### src/hwg_pkg.sv
// ----------------------------------------------------------------------------
// hwg_pkg
// Shared types, codes and default sizes for the hidden weight gradient block.
// ----------------------------------------------------------------------------
`default_nettype none

package hwg_pkg;

  // default sizing of the operand stores
  localparam int MAX_SAMPLES_DEF = 256;
  localparam int MAX_HIDDEN_DEF  = 16;
  localparam int MAX_CLASSES_DEF = 8;

  // rounding point of the scaled class term (Q.60 down to Q.16)
  localparam int FRAC_DROP = 44;

  // input operation codes
  typedef enum logic [2:0] {
    OP_WR_ERR   = 3'd0,
    OP_WR_DERIV = 3'd1,
    OP_WR_ACT   = 3'd2,
    OP_WR_WGT   = 3'd3,
    OP_COMPUTE  = 3'd4,
    OP_RD_GRAD  = 3'd5
  } op_t;

  // result kinds
  localparam logic KIND_DONE = 1'b0;
  localparam logic KIND_READ = 1'b1;

  // configuration register indexes
  localparam logic [2:0] REG_SAMPLES = 3'd0;
  localparam logic [2:0] REG_HIDDEN  = 3'd1;
  localparam logic [2:0] REG_CLASSES = 3'd2;
  localparam logic [2:0] REG_GAIN    = 3'd3;
  localparam logic [2:0] REG_ROWSEL  = 3'd4;

  localparam int CFG_AW = 5;

  typedef struct packed {
    logic [2:0]         op;
    logic [11:0]        addr;
    logic signed [15:0] data;
  } in_item_t;

  typedef struct packed {
    logic               kind;
    logic signed [31:0] grad_value;
  } out_item_t;

  // controller to datapath commands
  typedef struct packed {
    logic       accept;
    logic       start;
    logic       issue;
    logic       first;
    logic       last;
    logic       scale;
    logic       mstep_v;
    logic [1:0] mstep;
    logic       round;
    logic       accum;
    logic       acc_first;
    logic       write;
    logic       done_push;
  } cmd_t;

  // datapath to controller status
  typedef struct packed {
    logic sum_done;
    logic rd_pend;
    logic out_free;
  } status_t;

  // address width for a store of n entries, never below one bit
  function automatic int aw(input int n);
    return (n <= 2) ? 1 : $clog2(n);
  endfunction

endpackage

`default_nettype wire

### src/hwg_regs.sv
// ----------------------------------------------------------------------------
// hwg_regs
// Configuration registers and the effective, clamped loop bounds.
// ----------------------------------------------------------------------------
`default_nettype none

module hwg_regs #(
  parameter int MAX_SAMPLES = hwg_pkg::MAX_SAMPLES_DEF,
  parameter int MAX_HIDDEN  = hwg_pkg::MAX_HIDDEN_DEF,
  parameter int MAX_CLASSES = hwg_pkg::MAX_CLASSES_DEF,
  localparam int KW = hwg_pkg::aw(MAX_SAMPLES + 1),
  localparam int HW = hwg_pkg::aw(MAX_HIDDEN + 1),
  localparam int CW = hwg_pkg::aw(MAX_CLASSES + 1)
) (
  input  wire logic                        clk,
  input  wire logic                        rst_n,
  input  wire logic                        psel,
  input  wire logic                        penable,
  input  wire logic                        pwrite,
  input  wire logic [hwg_pkg::CFG_AW-1:0]  paddr,
  input  wire logic [31:0]                 pwdata,
  output logic      [31:0]                 prdata,
  output logic      [KW-1:0]               k_eff,
  output logic      [HW-1:0]               h_eff,
  output logic      [CW-1:0]               c_eff,
  output logic      [15:0]                 gain,
  output logic      [HW-1:0]               row_from,
  output logic      [HW-1:0]               row_to
);

  logic [8:0]  samples_r;
  logic [4:0]  hidden_r;
  logic [3:0]  classes_r;
  logic [15:0] gain_r;
  logic [4:0]  rowsel_r;
  logic [2:0]  idx;
  logic        wr;

  assign idx = paddr[4:2];
  assign wr  = psel & penable & pwrite;

  always_ff @(posedge clk) begin
    if (!rst_n) begin
      samples_r <= 9'd256;
      hidden_r  <= 5'd16;
      classes_r <= 4'd8;
      gain_r    <= 16'd512;
      rowsel_r  <= 5'd0;
    end else if (wr) begin
      unique case (idx)
        hwg_pkg::REG_SAMPLES: samples_r <= pwdata[8:0];
        hwg_pkg::REG_HIDDEN:  hidden_r  <= pwdata[4:0];
        hwg_pkg::REG_CLASSES: classes_r <= pwdata[3:0];
        hwg_pkg::REG_GAIN:    gain_r    <= pwdata[15:0];
        hwg_pkg::REG_ROWSEL:  rowsel_r  <= pwdata[4:0];
        default: ;
      endcase
    end
  end

  always_comb begin
    unique case (idx)
      hwg_pkg::REG_SAMPLES: prdata = 32'(samples_r);
      hwg_pkg::REG_HIDDEN:  prdata = 32'(hidden_r);
      hwg_pkg::REG_CLASSES: prdata = 32'(classes_r);
      hwg_pkg::REG_GAIN:    prdata = 32'(gain_r);
      hwg_pkg::REG_ROWSEL:  prdata = 32'(rowsel_r);
      default:              prdata = 32'd0;
    endcase
  end

  // clamp counts into 1..max
  always_comb begin
    priority if (samples_r == 9'd0)            k_eff = KW'(1);
    else if (int'(samples_r) > MAX_SAMPLES)    k_eff = KW'(MAX_SAMPLES);
    else                                       k_eff = KW'(samples_r);
    priority if (hidden_r == 5'd0)             h_eff = HW'(1);
    else if (int'(hidden_r) > MAX_HIDDEN)      h_eff = HW'(MAX_HIDDEN);
    else                                       h_eff = HW'(hidden_r);
    priority if (classes_r == 4'd0)            c_eff = CW'(1);
    else if (int'(classes_r) > MAX_CLASSES)    c_eff = CW'(MAX_CLASSES);
    else                                       c_eff = CW'(classes_r);
  end

  // a row outside the hidden count selects all rows
  always_comb begin
    if (rowsel_r != 5'd0 && (int'(rowsel_r) - 1) < int'(h_eff)) begin
      row_from = HW'(int'(rowsel_r) - 1);
      row_to   = HW'(rowsel_r);
    end else begin
      row_from = '0;
      row_to   = h_eff;
    end
  end

  assign gain = gain_r;

endmodule

`default_nettype wire

### config.mk
export PLATFORM = sky130hd
export DESIGN_NAME = hwg_regs
export DESIGN_NICKNAME = d
export VERILOG_FILES = /design/src/hwg_pkg.sv /design/src/hwg_regs.sv
export SDC_FILE = /design/constraint.sdc
export NUM_CORES = 1
export LEC_CHECK = 0
export BUFFER_PORTS_ARGS = -buffer_cell sky130_fd_sc_hd__clkbuf_2
export CAP_MARGIN = 10
export CORE_MARGIN = 5
export CORE_UTILIZATION = 46
export DETAILED_ROUTE_END_ITERATION = 6
export PLACE_DENSITY_LB_ADDON = 0.08
export SLEW_MARGIN = 0
export SYNTH_ARGS = -nofsm -noshare
export SYNTH_HDL_FRONTEND = slang
export SYNTH_SLANG_ARGS = --single-unit
export TNS_END_PERCENT = 100
### constraint.sdc
create_clock -name clk -period 3.85 [get_ports clk]
set_clock_uncertainty 0.15 [all_clocks]
set_input_delay 0.77 -clock clk [delete_from_list [all_inputs] [get_ports clk]]
set_output_delay 0.77 -clock clk [all_outputs]
set_load 0.03 [all_outputs]
==> flow_summary.rst <==
.. list-table::
   :header-rows: 1

   * - Metric
     - Value
   * - Number of top-level design ports
     - 118
   * - Cell at the root of the clock tree
     - sky130_fd_sc_hd__clkbuf_8
   * - Post-route ant nets
     - 0
   * - Area Growth Syn to Fin
     - 19.31%
   * - Uppermost signal routing layer after detailed routing
     - met4
   * - All-Layer GR Usage
     - 0.1938
   * - Final Power
     - 0.7867 mW
   * - Mean area per synthesized cell
     - 8.441 um2
   * - Data required time at the worst endpoint
     - 2.93 ns
   * - Cell Pwr Density
     - 275.0 nW/um2
   * - Buffer depth of the longest clock path
     - 2
   * - Proportion of power drawn by flip-flops and latches
     - 0.521
   * - R2r setup slk
     - 2.83 ns
   * - End of the worst register-to-register path
     - hidden_r[4]
   * - Type of the worst setup path
     - register to output port
   * - Worst-case setup slack after placement
     - 0.3163 ns
   * - Gpl congestion
     - 0.8154
   * - Source-to-sink clock delay at the later pin of the worst-skew pair
     - 0.29 ns
   * - Wire length on met1
     - 2.745 mm
   * - Remaining design rule violation count
     - 0
   * - Final Critical Period
     - 3.672 ns
   * - Maximum number of pins on one net before global-route repair
     - 40
   * - Seq/Total Area, Yosys
     - 0.3257
   * - Flip-flop cell with the highest count after synthesis
     - sky130_fd_sc_hd__dfxtp_1
   * - Final Cell Area
     - 2860 um2
   * - Detail Route met3 WL
     - 343 um
   * - Vias in the first global route
     - 2,085
   * - HPWL after detailed placement
     - 4.670 mm
   * - Synthesized cell area
     - 2397 um2
   * - Die width
     - 82.19 um
   * - Number of H-tree levels
     - 2
   * - Share of power burned in combinational logic
     - 0.137
   * - Most area-consuming cells after synthesis
     - sky130_fd_sc_hd__dfxtp_1 33%, sky130_fd_sc_hd__mux2i_1 10%, sky130_fd_sc_hd__nor2b_1 8.1%
   * - Register Area
     - 782.0 um2
   * - Worst VDD drop
     - 170.9 uV
   * - TNS Setup
     - 0 ns
   * - Number of cells on the worst reg-to-reg path
     - 2
   * - Fraction of layout instances using a drive strength above 1
     - 0.3042
   * - Worst-case setup margin in the final layout
     - 0.1779 ns
   * - Synthesized netlist cell count
     - 284
   * - Die Area
     - 6755 um2
   * - CP Capture Type
     - output port
   * - Measured slew at the worst slew-check pin
     - 0.7665 ns
   * - Inst Count DP
     - 416
   * - Final count of pins violating max slew
     - 0
   * - Num rows
     - 26
   * - Routed vias
     - 2,174
   * - Total net switching power
     - 0.2203 mW
   * - Clock buffer count from CTS
     - 5
   * - Height of the die
     - 82.19 um
   * - Internal Pwr Total
     - 0.5664 mW
   * - Hold path start
     - gain[12]
   * - Start of the worst register-to-register path
     - hidden_r[4]
   * - Combined area of the multi-input logic cells
     - 1453 um2
   * - Leakage component of the power
     - 1.235 nW
   * - Biggest area consumer among synthesized cells
     - sky130_fd_sc_hd__dfxtp_1
   * - Element type at the critical path start
     - register
   * - Highest net fanout along the worst path
     - 5
   * - Hold Path Sink
     - gain[12]
   * - Post-route core utilization
     - 0.5636
   * - Placement Cell Area
     - 2755 um2
   * - Count of warnings emitted by yosys
     - 0
   * - Number of hold violations in the final report
     - 0
   * - Synth cell count leaders
     - 39 x sky130_fd_sc_hd__dfxtp_1, 39 x sky130_fd_sc_hd__nand2_1, 31 x sky130_fd_sc_hd__nor2b_1
   * - Core box area
     - 5075 um2
   * - Relative contribution of the clock network to total power
     - 0.342
   * - Setup repair after global routing missed its margin
     - false
   * - Finished Layout Cells
     - 425
   * - Number of fill cells in the layout
     - 514
   * - Count of inserted antenna diode cells
     - 0
   * - Share of flip-flops with an asynchronous set or reset
     - 0
   * - Proportion of total power due to net switching
     - 0.2800
   * - Mean routed wirelength per cell
     - 14.81 um
   * - Drt pass-1 iters
     - 4
   * - Total overflow reported by the global router
     - 0
   * - Quantity of I/O buffers inserted on ports
     - 83
   * - Fraction of the cycle the final worst path needs
     - 0.9538
   * - Data arrival time of the critical path
     - 2.75 ns
   * - Final count of negative-setup-slack endpoints
     - 0
   * - Clock-pin slew on the worst setup and hold paths
     - 0.07 ns
   * - Count of unique library cells instantiated by Yosys
     - 41
   * - Global-route wire length before repair
     - 10.17 mm
   * - Number of nets at the end of the flow
     - 401
   * - Maximum capacitance violations
     - 0
   * - EDFF count, synth
     - 0
   * - CTS Sinks
     - 39
   * - Starting utilization of the core area
     - 0.4724
   * - Run status
     - finished, final reports clean
   * - Final wirelength
     - 6.294 mm
   * - Worst slew margin relative to its limit
     - 0.4877
   * - Final-layout worst hold slack
     - 0.3274 ns
   * - Register bit count reported by yosys
     - 39
   * - Number of antenna violations at the first check in global routing
     - 0
   * - Hold Path Cell Cnt
     - 2
   * - F_max
     - 272.3 MHz
   * - Total length of routed met2 wires
     - 3.153 mm
   * - Hold Path Class
     - register to register
   * - TritonCTS clock tree
     - done
   * - Vias per Instance
     - 5.115
   * - Detailed router's first-iteration violation count
     - 89
   * - Count of hold-fix buffers inserted at cts
     - 0
   * - Area share of the largest cell type after synthesis
     - 0.3257
## registers in the layout (all words and copies together) (netlist names)
name and count:
gain 16, samples_r 9, hidden_r 5, rowsel_r 5
classes_r 4
## cells by family after synthesis
group           count (synthesis)  synth area share
simple gates                  116            0.2599
buf+inv                        46            0.1039
compound gates                 45            0.1467
flops                          39            0.3257
mux                            29            0.1253
fa+ha+maj                       5           0.02610
xor+xnor                        3           0.01096
other cells                     1          0.001564
## area by class of cell
type / count / area share
Tap cell: 70 / 0.03062
Clock inverter: 1 / 0.001750
Clock buffer: 7 / 0.02668
Timing Repair Buffer: 84 / 0.1479
Inverter: 9 / 0.01181
Sequential cell: 39 / 0.2734
Multi-Input combinational cell: 215 / 0.5079
## power groups by stage
stage | registers [mW] | clock network [mW] | logic [mW]
detailed placement | 0.419 | 0 | 0.106
CTS | 0.410 | 0.277 | 0.107
global route | 0.410 | 0.293 | 0.117
finish | 0.410 | 0.269 | 0.107
global placement | 0.419 | 0 | 0.106
floorplan | 0.420 | 0 | 0.0869
## cell usage in the layout (no fill, tap or decap), types with 4 or more instances in the layout
master,count
sky130_fd_sc_hd__o22ai_1,5
sky130_fd_sc_hd__and2_1,9
sky130_fd_sc_hd__clkbuf_8,5
sky130_fd_sc_hd__nor2_1,16
sky130_fd_sc_hd__conb_1,16
sky130_fd_sc_hd__dfxtp_1,38
sky130_fd_sc_hd__mux2i_1,24
sky130_fd_sc_hd__ha_1,5
sky130_fd_sc_hd__nand2_1,39
sky130_fd_sc_hd__mux2_2,4
sky130_fd_sc_hd__clkbuf_2,83
sky130_fd_sc_hd__nor2b_1,31
sky130_fd_sc_hd__inv_1,9
sky130_fd_sc_hd__a22oi_1,12
sky130_fd_sc_hd__nand3_1,4
sky130_fd_sc_hd__a21boi_0,15
## how the worst max path moves through the flow
stage,from,end,slack (ns),depth (start not counted)
2_1_floorplan,rowsel_r[0],row_to[1],0.50,10
3_3_place_gp,rowsel_r[0],row_to[2],0.37,9
3_5_place_dp,rowsel_r[0],row_to[2],0.32,9
4_1_cts,rowsel_r[0],row_to[0],0.01,10
5_1_grt,rowsel_r[1],row_to[3],0.006,10
6_report,rowsel_r[1],row_to[3],0.18,10
## layer usage
metal | vias to the layer above | global-route usage
met1 | 1029 | 0.2445
met3 | 5 | 0.03796
li1 | 1074 | -
met2 | 66 | 0.3349
met4 | 0 | 0.05150
met5 | - | 0
## repair_timing
item | in CTS | in global routing
cloned | 0 | 1
buffers inserted | 0 | 0
resized for setup | 1 | 2
pin swaps | 0 | 1
endpoints found under the setup margin | 2 | 5
## worst max-delay path, cell delays in order, from the launching register on
cell,delay [ns]
sky130_fd_sc_hd__dfxtp_1,0.44
sky130_fd_sc_hd__inv_1,0.09
sky130_fd_sc_hd__ha_1,0.22
sky130_fd_sc_hd__nor3b_2,0.18
sky130_fd_sc_hd__xor2_1,0.16
sky130_fd_sc_hd__ha_1,0.32
sky130_fd_sc_hd__o32ai_1,0.14
sky130_fd_sc_hd__and3_4,0.27
sky130_fd_sc_hd__a31oi_4,0.06
sky130_fd_sc_hd__a221o_2,0.41
sky130_fd_sc_hd__clkbuf_2,0.18
Note: power is estimated with default switching activity, not from simulation.
