--- src/hwg_pkg.sv ---
// ----------------------------------------------------------------------------
// hwg_pkg
// Shared types, codes and default sizes for the hidden weight gradient block.
// ----------------------------------------------------------------------------
`default_nettype none

package hwg_pkg;

  // default sizing of the operand stores
  localparam int MAX_SAMPLES_DEF = 256;
  localparam int MAX_HIDDEN_DEF  = 16;
  localparam int MAX_CLASSES_DEF = 8;

  // rounding point of the scaled class term (Q.60 down to Q.16)
  localparam int FRAC_DROP = 44;

  // input operation codes
  typedef enum logic [2:0] {
    OP_WR_ERR   = 3'd0,
    OP_WR_DERIV = 3'd1,
    OP_WR_ACT   = 3'd2,
    OP_WR_WGT   = 3'd3,
    OP_COMPUTE  = 3'd4,
    OP_RD_GRAD  = 3'd5
  } op_t;

  // result kinds
  localparam logic KIND_DONE = 1'b0;
  localparam logic KIND_READ = 1'b1;

  // configuration register indexes
  localparam logic [2:0] REG_SAMPLES = 3'd0;
  localparam logic [2:0] REG_HIDDEN  = 3'd1;
  localparam logic [2:0] REG_CLASSES = 3'd2;
  localparam logic [2:0] REG_GAIN    = 3'd3;
  localparam logic [2:0] REG_ROWSEL  = 3'd4;

  localparam int CFG_AW = 5;

  typedef struct packed {
    logic [2:0]         op;
    logic [11:0]        addr;
    logic signed [15:0] data;
  } in_item_t;

  typedef struct packed {
    logic               kind;
    logic signed [31:0] grad_value;
  } out_item_t;

  // controller to datapath commands
  typedef struct packed {
    logic       accept;
    logic       start;
    logic       issue;
    logic       first;
    logic       last;
    logic       scale;
    logic       mstep_v;
    logic [1:0] mstep;
    logic       round;
    logic       accum;
    logic       acc_first;
    logic       write;
    logic       done_push;
  } cmd_t;

  // datapath to controller status
  typedef struct packed {
    logic sum_done;
    logic rd_pend;
    logic out_free;
  } status_t;

  // address width for a store of n entries, never below one bit
  function automatic int aw(input int n);
    return (n <= 2) ? 1 : $clog2(n);
  endfunction

endpackage

`default_nettype wire

--- src/hwg_ctrl.sv ---
// ----------------------------------------------------------------------------
// hwg_ctrl
// Sequencer: input handshake, loop counters and store address generation.
// ----------------------------------------------------------------------------
`default_nettype none

module hwg_ctrl #(
  parameter int MAX_SAMPLES = hwg_pkg::MAX_SAMPLES_DEF,
  parameter int MAX_HIDDEN  = hwg_pkg::MAX_HIDDEN_DEF,
  parameter int MAX_CLASSES = hwg_pkg::MAX_CLASSES_DEF,
  localparam int KW  = hwg_pkg::aw(MAX_SAMPLES + 1),
  localparam int HW  = hwg_pkg::aw(MAX_HIDDEN + 1),
  localparam int CW  = hwg_pkg::aw(MAX_CLASSES + 1),
  localparam int EAW = hwg_pkg::aw(MAX_CLASSES * MAX_SAMPLES),
  localparam int HAW = hwg_pkg::aw(MAX_HIDDEN * MAX_SAMPLES),
  localparam int WAW = hwg_pkg::aw(MAX_HIDDEN * MAX_CLASSES),
  localparam int GAW = hwg_pkg::aw(MAX_HIDDEN * MAX_HIDDEN)
) (
  input  wire logic             clk,
  input  wire logic             rst_n,
  input  wire logic             in_valid,
  input  wire logic [2:0]       in_op,
  output logic                  in_stall,
  input  wire logic [KW-1:0]    k_eff,
  input  wire logic [HW-1:0]    h_eff,
  input  wire logic [CW-1:0]    c_eff,
  input  wire logic [HW-1:0]    row_from,
  input  wire logic [HW-1:0]    row_to,
  input  wire hwg_pkg::status_t st,
  output hwg_pkg::cmd_t         cmd,
  output logic      [EAW-1:0]   err_ra,
  output logic      [HAW-1:0]   der_ra,
  output logic      [HAW-1:0]   act_ra,
  output logic      [WAW-1:0]   wgt_ra,
  output logic      [GAW-1:0]   grd_wa
);

  typedef enum logic [9:0] {
    S_IDLE  = 10'b0000000001,
    S_START = 10'b0000000010,
    S_ISSUE = 10'b0000000100,
    S_DRAIN = 10'b0000001000,
    S_MULT  = 10'b0000010000,
    S_MWAIT = 10'b0000100000,
    S_ROUND = 10'b0001000000,
    S_ACC   = 10'b0010000000,
    S_WRITE = 10'b0100000000,
    S_DONE  = 10'b1000000000
  } state_t;

  state_t          state_r, state_nxt;
  logic [KW-1:0]   i_r, i_nxt;
  logic [CW-1:0]   j_r, j_nxt;
  logic [HW-1:0]   k_r, k_nxt;
  logic [HW-1:0]   h_r, h_nxt;
  logic [HW-1:0]   hend_r, hend_nxt;
  logic [1:0]      ms_r, ms_nxt;
  logic [EAW-1:0]  eb_r, eb_nxt;
  logic [HAW-1:0]  db_r, db_nxt;
  logic [HAW-1:0]  ab_r, ab_nxt;
  logic [WAW-1:0]  wa_r, wa_nxt;
  logic [GAW-1:0]  ga_r, ga_nxt;
  logic            accept;

  assign in_stall = (state_r != S_IDLE) | (st.rd_pend & ~st.out_free);
  assign accept   = in_valid & ~in_stall;

  assign err_ra = eb_r + EAW'(i_r);
  assign der_ra = db_r + HAW'(i_r);
  assign act_ra = ab_r + HAW'(i_r);
  assign wgt_ra = wa_r;
  assign grd_wa = ga_r;

  always_comb begin
    state_nxt = state_r;
    i_nxt     = i_r;
    j_nxt     = j_r;
    k_nxt     = k_r;
    h_nxt     = h_r;
    hend_nxt  = hend_r;
    ms_nxt    = ms_r;
    eb_nxt    = eb_r;
    db_nxt    = db_r;
    ab_nxt    = ab_r;
    wa_nxt    = wa_r;
    ga_nxt    = ga_r;
    cmd       = '0;
    cmd.accept = accept;

    unique case (state_r)
      S_IDLE: begin
        if (accept && in_op == hwg_pkg::OP_COMPUTE) state_nxt = S_START;
      end
      S_START: begin
        cmd.start = 1'b1;
        h_nxt     = row_from;
        hend_nxt  = row_to;
        db_nxt    = HAW'(row_from * k_eff);
        ga_nxt    = GAW'(row_from * h_eff);
        wa_nxt    = WAW'(row_from);
        i_nxt     = '0;
        j_nxt     = '0;
        k_nxt     = '0;
        eb_nxt    = '0;
        ab_nxt    = '0;
        state_nxt = S_ISSUE;
      end
      S_ISSUE: begin
        cmd.issue = 1'b1;
        cmd.first = (i_r == '0);
        cmd.last  = (i_r == KW'(k_eff - KW'(1)));
        if (cmd.last) begin
          i_nxt     = '0;
          state_nxt = S_DRAIN;
        end else begin
          i_nxt = i_r + KW'(1);
        end
      end
      S_DRAIN: begin
        // wait for the sample sum to leave the MAC pipe
        if (st.sum_done) begin
          cmd.scale = 1'b1;
          ms_nxt    = '0;
          state_nxt = S_MULT;
        end
      end
      S_MULT: begin
        cmd.mstep_v = 1'b1;
        cmd.mstep   = ms_r;
        ms_nxt      = ms_r + 2'd1;
        if (ms_r == 2'd3) state_nxt = S_MWAIT;
      end
      S_MWAIT: begin
        state_nxt = S_ROUND;
      end
      S_ROUND: begin
        cmd.round = 1'b1;
        state_nxt = S_ACC;
      end
      S_ACC: begin
        cmd.accum     = 1'b1;
        cmd.acc_first = (j_r == '0);
        if (j_r == CW'(c_eff - CW'(1))) begin
          state_nxt = S_WRITE;
        end else begin
          j_nxt     = j_r + CW'(1);
          eb_nxt    = eb_r + EAW'(k_eff);
          wa_nxt    = wa_r + WAW'(h_eff);
          state_nxt = S_ISSUE;
        end
      end
      S_WRITE: begin
        cmd.write = 1'b1;
        ga_nxt    = ga_r + GAW'(1);
        j_nxt     = '0;
        eb_nxt    = '0;
        state_nxt = S_ISSUE;
        if (k_r == HW'(h_eff - HW'(1))) begin
          if (h_r == HW'(hend_r - HW'(1))) begin
            state_nxt = S_DONE;
          end else begin
            h_nxt  = h_r + HW'(1);
            db_nxt = db_r + HAW'(k_eff);
            k_nxt  = '0;
            ab_nxt = '0;
            wa_nxt = WAW'(h_r + HW'(1));
          end
        end else begin
          k_nxt  = k_r + HW'(1);
          ab_nxt = ab_r + HAW'(k_eff);
          wa_nxt = WAW'(h_r);
        end
      end
      S_DONE: begin
        if (st.out_free && !st.rd_pend) begin
          cmd.done_push = 1'b1;
          state_nxt     = S_IDLE;
        end
      end
      default: state_nxt = S_IDLE;
    endcase
  end

  always_ff @(posedge clk) begin
    if (!rst_n) begin
      state_r <= S_IDLE;
      i_r     <= '0;
      j_r     <= '0;
      k_r     <= '0;
      h_r     <= '0;
      hend_r  <= '0;
      ms_r    <= '0;
      eb_r    <= '0;
      db_r    <= '0;
      ab_r    <= '0;
      wa_r    <= '0;
      ga_r    <= '0;
    end else begin
      state_r <= state_nxt;
      i_r     <= i_nxt;
      j_r     <= j_nxt;
      k_r     <= k_nxt;
      h_r     <= h_nxt;
      hend_r  <= hend_nxt;
      ms_r    <= ms_nxt;
      eb_r    <= eb_nxt;
      db_r    <= db_nxt;
      ab_r    <= ab_nxt;
      wa_r    <= wa_nxt;
      ga_r    <= ga_nxt;
    end
  end

endmodule

`default_nettype wire

--- config.mk ---
export PLATFORM = sky130hd
export DESIGN_NAME = hwg_ctrl
export DESIGN_NICKNAME = d
export VERILOG_FILES = /design/src/hwg_pkg.sv /design/src/hwg_ctrl.sv
export SDC_FILE = /design/constraint.sdc
export NUM_CORES = 1
export LEC_CHECK = 0
export ABC_AREA = 1
export BUFFER_PORTS_ARGS = -buffer_cell sky130_fd_sc_hd__buf_2
export CORE_MARGIN = 1.5
export CORE_UTILIZATION = 55
export CTS_CLUSTER_SIZE = 25
export DETAILED_ROUTE_END_ITERATION = 10
export PLACE_DENSITY = 0.8
export SYNTH_ARGS = -nofsm -noshare
export SYNTH_HDL_FRONTEND = slang
export SYNTH_SLANG_ARGS = --single-unit
--- constraint.sdc ---
create_clock -name clk -period 3.6 [get_ports clk]
set_input_delay 0.18 -clock clk [delete_from_list [all_inputs] [get_ports clk]]
set_output_delay 0.18 -clock clk [all_outputs]
set_load 0.02 [all_outputs]
==> qor.yml, run 1 <==
detailed_routing:
  antenna_left: 0
  drt-total-wl_um: 27000
  drtIter0Drc: 693
  drc: 0
  routed_via_density: 5.49
  drt-pass1-iter-count: 5
  wl_per_cell_um: 14.9
  vias: 9906
sta:
  relSlewSlack_pct: 54.3
  fmax_mhz: 307
  min_period_ps: 3260
  report.final.slew_viol_count: 0
  finalSetupViolations: 0
  finalHoldViolations: 0
  rsz0062_at_grt: "no"
  tns_ps: 0
  worst_pin_slew_ps: 669
  final.period_utilization_pct: 90.5
  skew_ps: 11.2
floorplanning:
  io_pins: 102
  coreArea_um2: 17300
  design.die.area_um2: 18500
  initial_core_util_pct: 56.4
  num_rows: 48
  die_y_um: 136
  die_w_um: 136
cts:
  ctsHoldBuffers: 0
  worst_skew_pair.late_latency_ps: 360
  cts_buffers: 9
  postCtsResizedCells: 0
  cts_sinks: 90
  tritoncts: "built"
  ctsHtreeMaxLevel: 3
  cts_buffer_depth: 2
  post_cts_buffers: 0
  clockRootBuffer: "clkbuf_16"
  clkTransAtPathRegs_ps: 70
final_layout:
  multi_input_area_um2: 6860
  syn_to_final_growth_pct: 11.2
  diodes: 0
  num-fill-cells: 1608
  fin_nets: 1746
  regArea_um2: 1800
  drive_above_1_share_pct: 11.5
logic_synthesis:
  avgSynthCellArea_um2: 6.60
  yosys.area.top_type: "dfxtp_1"
  async_reset_ff_share_pct: 0
  synth_common_cells: "351 x nand2_1, 224 x inv_1, 153 x nor2_1"
  ys_ff_latch: 90
  synth-edff-count: 0
  ys_warn_count: 0
  ys_seq_area_share_pct: 18.5
  netlist_area_um2: 9750
  yosysUniqueCellTypes: 62
  synth_flop_cell: "dfxtp_1"
  yosys-top-cells-area: "dfxtp_1 18%, nand2_1 14%, ha_1 13%"
  syn_nets: 1650
  syn_inst: 1477
  synthMostInstantiatedCell: "nand2_1"
  synth.top_cell.area_share_pct: 18.5
pwr:
  p_seq_share_pct: 31.5
  intPower_mw: 2.22
  power.leakage_nw: 5.88
  power_density_nw_per_um2: 323
  power_mw: 3.51
  clkPwrFrac_pct: 32.3
  comb_power_share_pct: 36.2
  swShare_pct: 36.8
  switchingPower_mw: 1.29
  ir_worst_vdd_uv: 201
placed_design:
  routabilityCongestion: 0.937
  io_buffers: 101
  hpwl_um: 20500
grt:
  grt_max_degree: 46
  grt_overflow: 0
  grt_pass1_wl_um: 43800
  antenna_found_initial: 0
  grtUsageTotal_pct: 29.9
  grt_pass1_vias: 9235
status:
  outcome: "finished clean"
worst_setup_path:
  critPathTopFamily: "adder cells"
  worstPathArrival_ps: 3550
  max_stage_delay_ps: 550
  path_class: "input pin to flop"
  crit_chain: "buf_2, nand2_1, fa_1, fa_1, fa_1, inv_1, ha_1, nand2_1, inv_1, o21ai_0, nand2_1, a21oi_1, xor2_1, or2_2, nand2_1, nor2_1, nor2_1"
  critPathBufInv: 3
  crit_path_max_fanout: 6
  required_ps: 3890
  crit_path_frequent_cell: "nand2_1"
  critPathCaptureType: "flop"
  slowest_stage: "fa_1"
  start_kind: "input pin"
worst_hold_path:
  hold_class: "input pin to flop"
run:
  maxCapViolations: 0
[stage by stage]
stage / worst slack, ps / area [um^2] / cells / hold slack [ps] / utilization [%]
global route: 106 / 10800 / 1803 / 83.5 / 62.7
detailed placement: 11.6 / 10500 / 1787 / 449 / 60.7
finish: 341 / 10800 / 1803 / 83.1 / 62.7
CTS: 369 / 10800 / 1803 / 76.8 / 62.7
global placement: 77.0 / 10500 / 1787 / 443 / 60.7
floorplan: 78.4 / 9760 / 1477 / 347 / -
[tightest hold or removal path, cell delays in order]
cell and delay (ps):
buf_2 80, o21ai_0 70, nor2_1 80
[flip-flops by register name (all words and copies together) (netlist names)]
| signal | flops |
|---|---|
| db_r | 12 |
| eb_r | 11 |
| h_r | 5 |
| grd_wa | 8 |
| state_r | 10 |
| wgt_ra | 7 |
| hend_r | 5 |
| i_r | 9 |
| k_r | 5 |
| ab_r | 12 |
| ms_r | 2 |
| j_r | 4 |
[final cells by class]
class / instances / share of cell area, %
Sequential cell: 90 / 16.6
Tap cell: 225 / 2.59
Clock buffer: 9 / 2.08
Clock inverter: 7 / 1.14
Timing Repair Buffer: 125 / 6.32
Inverter: 231 / 8.02
Multi-Input combinational cell: 1116 / 63.2
[routing by layer]
| layer | track usage (%) | vias to the layer above | wire (um) | part of all wire, % |
|---|---|---|---|---|
| met5 | 0 | - | 0 | 0 |
| met4 | 12.9 | 0 | 924 | 3.4 |
| met3 | 4.25 | 69 | 2020 | 7.5 |
| met2 | 48.8 | 351 | 12200 | 45 |
| met1 | 39.3 | 4557 | 11800 | 44 |
| li1 | - | 4929 | - | - |
[kinds of logic after synthesis]
family	Yosys count	share of synthesized area, %
xor+xnor	83	7.73
simple gates	666	29.4
buf+inv	271	11.2
flops	90	18.5
compound gates	231	13.0
fa+ha+maj	136	20.1
[power groups by stage]
stage	logic (mW)	clock network [mW]	registers, mW
after floorplan	0.934	0	1.12
after global placement	1.22	0	1.13
after detailed placement	1.25	0	1.13
after CTS	1.27	1.14	1.11
after global routing	1.44	1.18	1.11
final	1.27	1.13	1.11
[path summary, 6_finish.rpt]
kind                                 from                     end  slack [ps]  cells after the start
setup / recovery              row_from[4]    db_r[8]$_SDFFE_PN0P_         340                     17
setup reg to reg  state_r[0]$_SDFFE_PN1P_     k_r[0]$_SDFFE_PN0P_         930                     12
hold reg to reg     ab_r[11]$_SDFFE_PN0P_   ab_r[11]$_SDFFE_PN0P_         470                      2
hold / removal                  row_to[4]  hend_r[4]$_SDFFE_PN0P_          80                      3
[layout by cell type, fill, tap and decap left out, types with 17 or more instances in the layout]
cell type / instances
nand2_1: 351
inv_1: 224
nor2_1: 153
a21oi_1: 122
ha_1: 101
buf_2: 101
dfxtp_1: 90
nand3_1: 74
o21ai_0: 62
xor2_1: 47
fa_1: 35
xnor2_1: 34
buf_4: 24
nor3_1: 23
nand4_1: 17
Note: power is estimated with default switching activity, not from simulation.
==> run 2: changes to the inputs <==
- CORE_UTILIZATION: 55 -> 65
- PLACE_DENSITY: 0.8 -> 0.89
- clock period: 3.6 -> 3.8 ns (I/O delays scaled with it)
==> run 2 against run 1 <==
- clock-buffer cell count did not move
- flip-flop and latch count did not move
- non-clock buffer count fell by 7
- critical endpoint unchanged
- final cell count fell by 2.5%
- clock power fell by 15%
- highest routed layer unchanged
- sequential power fell by 5%
- sequential share of layout area rose by 0.22 points
- clock skew barely moved
- first-iteration DRC count rose by 21%
- utilization rose by 11 points
- global-route usage rose by 4.6 points
- setup slack improved by 73 ps
==> qor.yml, run 2 (synthesis results as in run 1) <==
status:
  outcome: "finished clean"
final_layout:
  fin_nets: 1739
  final_common_cell: "nand2_1"
  syn_to_final_growth_pct: 9.75
  reg_top3: "ab_r x12, db_r x12, eb_r x11"
  drive_above_1_share_pct: 11.1
  final_cell_mix: "351 x nand2_1, 224 x inv_1, 153 x nor2_1"
cts:
  clockRootBuffer: "clkbuf_16"
  ctsHtreeMaxLevel: 3
  clkTransAtPathRegs_ps: 70
  cts_buffers: 9
  worst_skew_pair.late_latency_ps: 370
  ctsHoldBuffers: 0
  tritoncts: "built"
  postCtsResizedCells: 0
  cts_buffer_depth: 2
  post_cts_buffers: 0
  cts_sinks: 90
sta:
  finalSetupViolations: 0
  finalHoldViolations: 0
  whs_ps: 88.6
  rsz0062_at_grt: "no"
  tns_ps: 0
  min_period_ps: 3390
  fmax_mhz: 295
  relSlewSlack_pct: 50.5
  final.period_utilization_pct: 89.1
  worst_pin_slew_ps: 724
  report.final.slew_viol_count: 0
  skew_ps: 10.8
floorplanning:
  io_pins: 102
  design.die.area_um2: 15800
  die_y_um: 126
  num_rows: 44
  coreArea_um2: 14600
  die_w_um: 126
  initial_core_util_pct: 66.9
worst_setup_path:
  worstReg2RegStart: "state_r[4]$_SDFFE_PN0P_"
  crit_chain: "buf_2, nand2_1, fa_1, fa_1, fa_1, inv_1, ha_1, nand2_1, inv_1, o21ai_0, nand2_1, a21oi_1, xor2_1, or2_2, nand2_1, nor2_1, nor2_1"
  critPathCaptureType: "flop"
  critPathBufInv: 3
  crit_path_max_fanout: 9
  crit_path_frequent_cell: "nand2_1"
  path_class: "input pin to flop"
  startpoint: "k_eff[0]"
  critPathTopFamily: "adder cells"
  slowest_stage: "fa_1"
  worstPathArrival_ps: 3690
  start_kind: "input pin"
  required_ps: 4100
  max_stage_delay_ps: 540
worst_hold_path:
  hold_class: "input pin to flop"
  min-delay-start: "row_to[3]"
grt:
  grt_max_degree: 46
  grtUsageTotal_pct: 34.5
  grt_pass1_wl_um: 44200
  grt_overflow: 0
  grt_pass1_vias: 9380
  antenna_found_initial: 2
detailed_routing:
  drt-total-wl_um: 27300
  drc: 0
  antenna_left: 0
  wl_per_cell_um: 15.5
  routed_via_density: 5.72
  drt-pass1-iter-count: 5
  drtIter0Drc: 839
  vias: 10100
placed_design:
  routabilityCongestion: 0.950
  hpwl_um: 20500
  io_buffers: 101
pwr:
  power_density_nw_per_um2: 298
  ir_worst_vdd_uv: 257
  power.leakage_nw: 5.82
run:
  maxCapViolations: 0
## run 2: changes by cell type in the layout (fill, tap and decap cells not counted), sizes merged
cell	before	now
buf	125	118
diode	0	3
bufinv	3	1
clkinvlp	1	2
clkinv	2	3
## run 2: worst paths after layout
check                           end  slack (ps)  cells after the start
max            db_r[8]$_SDFFE_PN0P_         410                     17
min reg2reg   ab_r[11]$_SDFFE_PN0P_         460                      2
min          hend_r[3]$_SDFFE_PN0P_          90                      3
max reg2reg    ab_r[2]$_SDFFE_PN0P_        1260                     10
## run 2: routing by layer
layer  track usage (%)  routed length [um]  up-vias
li1                  -                   -     4928
met4              14.4                 868        0
met5                 0                   0        -
met3              4.32                2330       76
met1              45.6               11600     4598
met2              57.0               12500      462
## run 2: cell type report
| class | count | area [um^2] |
|---|---|---|
| Multi-Input combinational cell | 1116 | 6860 |
| Timing Repair Buffer | 118 | 633 |
| Tap cell | 184 | 230 |
| Antenna cell | 3 | 7.51 |
| Clock buffer | 9 | 225 |
| Sequential cell | 90 | 1800 |
| Fill cell | 1184 | 3880 |
| Inverter | 231 | 870 |
| Clock inverter | 7 | 76.3 |
## run 2: tightest hold or removal path: stages
cell and delay, ps:
buf_2 70, o21ai_0 70, nor2_1 80
## run 2: power by group
| group | switching, mW | leakage (nW) | internal [mW] |
|---|---|---|---|
| Sequential | 0.0531 | 0.726 | 0.994 |
| Clock | 0.441 | 0.142 | 0.515 |
| Combinational | 0.752 | 4.95 | 0.439 |
| Total | 1.25 | 5.82 | 1.95 |
## run 2: metrics by stage
step | total power, mW | cells | util, % | worst slack (ps) | instance area, um^2
finish | 3.19 | 1758 | 73.4 | 415 | 10700
global route | 3.38 | 1757 | 73.4 | 190 | 10700
CTS | 3.17 | 1755 | 73.3 | 420 | 10700
detailed placement | 2.24 | 1739 | 71.3 | 52.0 | 10400
global placement | 2.19 | 1739 | 71.3 | 177 | 10400
floorplan | 1.95 | 1477 | - | 95.9 | 9750
==> run 3: changes to the inputs <==
- CORE_UTILIZATION: 65 -> 55
- PLACE_DENSITY: 0.89 -> 0.8
- clock period: 3.8 -> 3.1 ns (I/O delays scaled with it)
==> run 3 against run 2 <==
- via count is 0.66% lower
- clock-buffer cell count rose by 1
- final area grew 4.1%
- final cell count up 3.8%
==> qor.yml, run 3 (synthesis results as in run 1) <==
pwr:
  clkPwrFrac_pct: 29.7
  power_density_nw_per_um2: 375
  p_seq_share_pct: 30.8
  comb_power_share_pct: 39.5
  power_mw: 4.18
  swShare_pct: 37.4
  switchingPower_mw: 1.56
  intPower_mw: 2.61
  ir_worst_vdd_uv: 275
  power.leakage_nw: 5.98
detailed_routing:
  antenna_left: 0
  vias: 9998
  drc: 0
  drtIter0Drc: 635
  drt-total-wl_um: 27300
  drt-pass1-iter-count: 5
  wl_per_cell_um: 14.9
  routed_via_density: 5.48
final_layout:
  num-fill-cells: 1568
  fin_nets: 1768
  multi_input_area_um2: 6980
  reg_top3: "ab_r x12, db_r x12, eb_r x11"
  regArea_um2: 1800
  drive_above_1_share_pct: 14.3
  final_cell_mix: "344 x nand2_1, 215 x inv_1, 153 x nor2_1"
  diodes: 0
  final_common_cell: "nand2_1"
  stdcell_count: 1825
  syn_to_final_growth_pct: 14.2
  stdcell_area_um2: 11100
  utilization_pct: 64.4
cts:
  cts_buffer_depth: 2
  clkTransAtPathRegs_ps: 80
  tritoncts: "built"
  cts_sinks: 90
  ctsHoldBuffers: 0
  worst_skew_pair.late_latency_ps: 350
  ctsHtreeMaxLevel: 3
  clockRootBuffer: "clkbuf_16"
  cts_buffers: 9
  post_cts_buffers: 0
  postCtsResizedCells: 0
grt:
  antenna_found_initial: 0
  grt_pass1_vias: 9421
  grtUsageTotal_pct: 30.2
  grt_pass1_wl_um: 44900
  grt_overflow: 0
  grt_max_degree: 45
sta:
  worst_pin_slew_ps: 741
  rsz0062_at_grt: "yes"
  relSlewSlack_pct: 50.5
  report.final.slew_viol_count: 0
  finalHoldViolations: 0
  skew_ps: 10.4
  fmax_mhz: 339
  final.period_utilization_pct: 95.2
  min_period_ps: 2950
  finalSetupViolations: 0
floorplanning:
  die_w_um: 136
  io_pins: 102
  die_y_um: 136
  initial_core_util_pct: 56.4
  num_rows: 48
  design.die.area_um2: 18500
  coreArea_um2: 17300
worst_setup_path:
  crit_path_max_fanout: 7
  rrSetupSlack_ps: 610
  path_class: "input pin to flop"
  required_ps: 3340
  crit_path_end: "db_r[11]$_SDFFE_PN0P_"
  worstPathArrival_ps: 3200
  critPathCaptureType: "flop"
  reg2reg_depth: 10
  start_kind: "input pin"
  startpoint: "row_from[3]"
  worst_r2r_endpoint: "k_r[1]$_SDFFE_PN0P_"
  worstReg2RegStart: "state_r[4]$_SDFFE_PN0P_"
worst_hold_path:
  min-delay-start: "row_to[4]"
  hold_class: "input pin to flop"
run:
  maxCapViolations: 0
placed_design:
  dpl_cell_area_um2: 10800
  hpwl_um: 21000
  io_buffers: 101
  place_inst: 1809
  routabilityCongestion: 0.925
status:
  outcome: "finished clean"
==> run 3: cell type report <==
| cell class | count | area share, % |
|---|---|---|
| Clock buffer | 10 | 2.05 |
| Clock inverter | 6 | 0.865 |
| Inverter | 231 | 7.80 |
| Multi-Input combinational cell | 1116 | 62.6 |
| Sequential cell | 90 | 16.2 |
| Tap cell | 225 | 2.53 |
| Timing Repair Buffer | 147 | 7.94 |
==> run 3: how the worst min path moves through the flow <==
| stage | cells after the start | to | slack, ps |
|---|---|---|---|
| after global placement | 3 | hend_r[4]$_SDFFE_PN0P_ | 430 |
| after global routing | 3 | hend_r[4]$_SDFFE_PN0P_ | 130 |
| after CTS | 3 | hend_r[4]$_SDFFE_PN0P_ | 80 |
| final | 3 | hend_r[4]$_SDFFE_PN0P_ | 80 |
| after detailed placement | 3 | hend_r[4]$_SDFFE_PN0P_ | 440 |
| after floorplan | 2 | hend_r[3]$_SDFFE_PN0P_ | 320 |
==> run 3: worst max-delay path, cell delays in order <==
cell and delay, ps:
buf_4 140, nand2_2 60, inv_2 40, fa_1 480, fa_1 580, inv_2 40
fa_1 510, inv_2 50, ha_4 280, nand2_4 50, o21a_1 190, nand2_2 90
a21oi_2 60, or2_4 220, nand2_2 50, nand2_1 40, nor2_1 80, nor2_1 60
==> run 3: per-stage QoR <==
step	hold WS, ps	TNS, ps	setup WS [ps]
floorplan	322	-217	-132
global placement	425	-611	-138
detailed placement	437	-1240	-210
CTS	77.3	0	134
global route	129	-15.6	-15.6
finish	77.9	0	148
==> run 3: power by group through the flow <==
stage	registers (mW)	clock network (mW)	logic, mW
4_1_cts	1.28	1.25	1.61
3_5_place_dp	1.31	0	1.60
3_3_place_gp	1.31	0	1.55
6_report	1.29	1.24	1.65
2_1_floorplan	1.31	0	1.17
5_1_grt	1.29	1.29	1.87
==> run 3: routing by layer <==
layer	wire length (um)	vias to the layer above	global-route usage [%]
li1	-	4974	-
met3	1940	66	3.13
met1	12100	4600	41.2
met5	0	-	0
met2	12500	358	49.3
met4	759	0	11.3
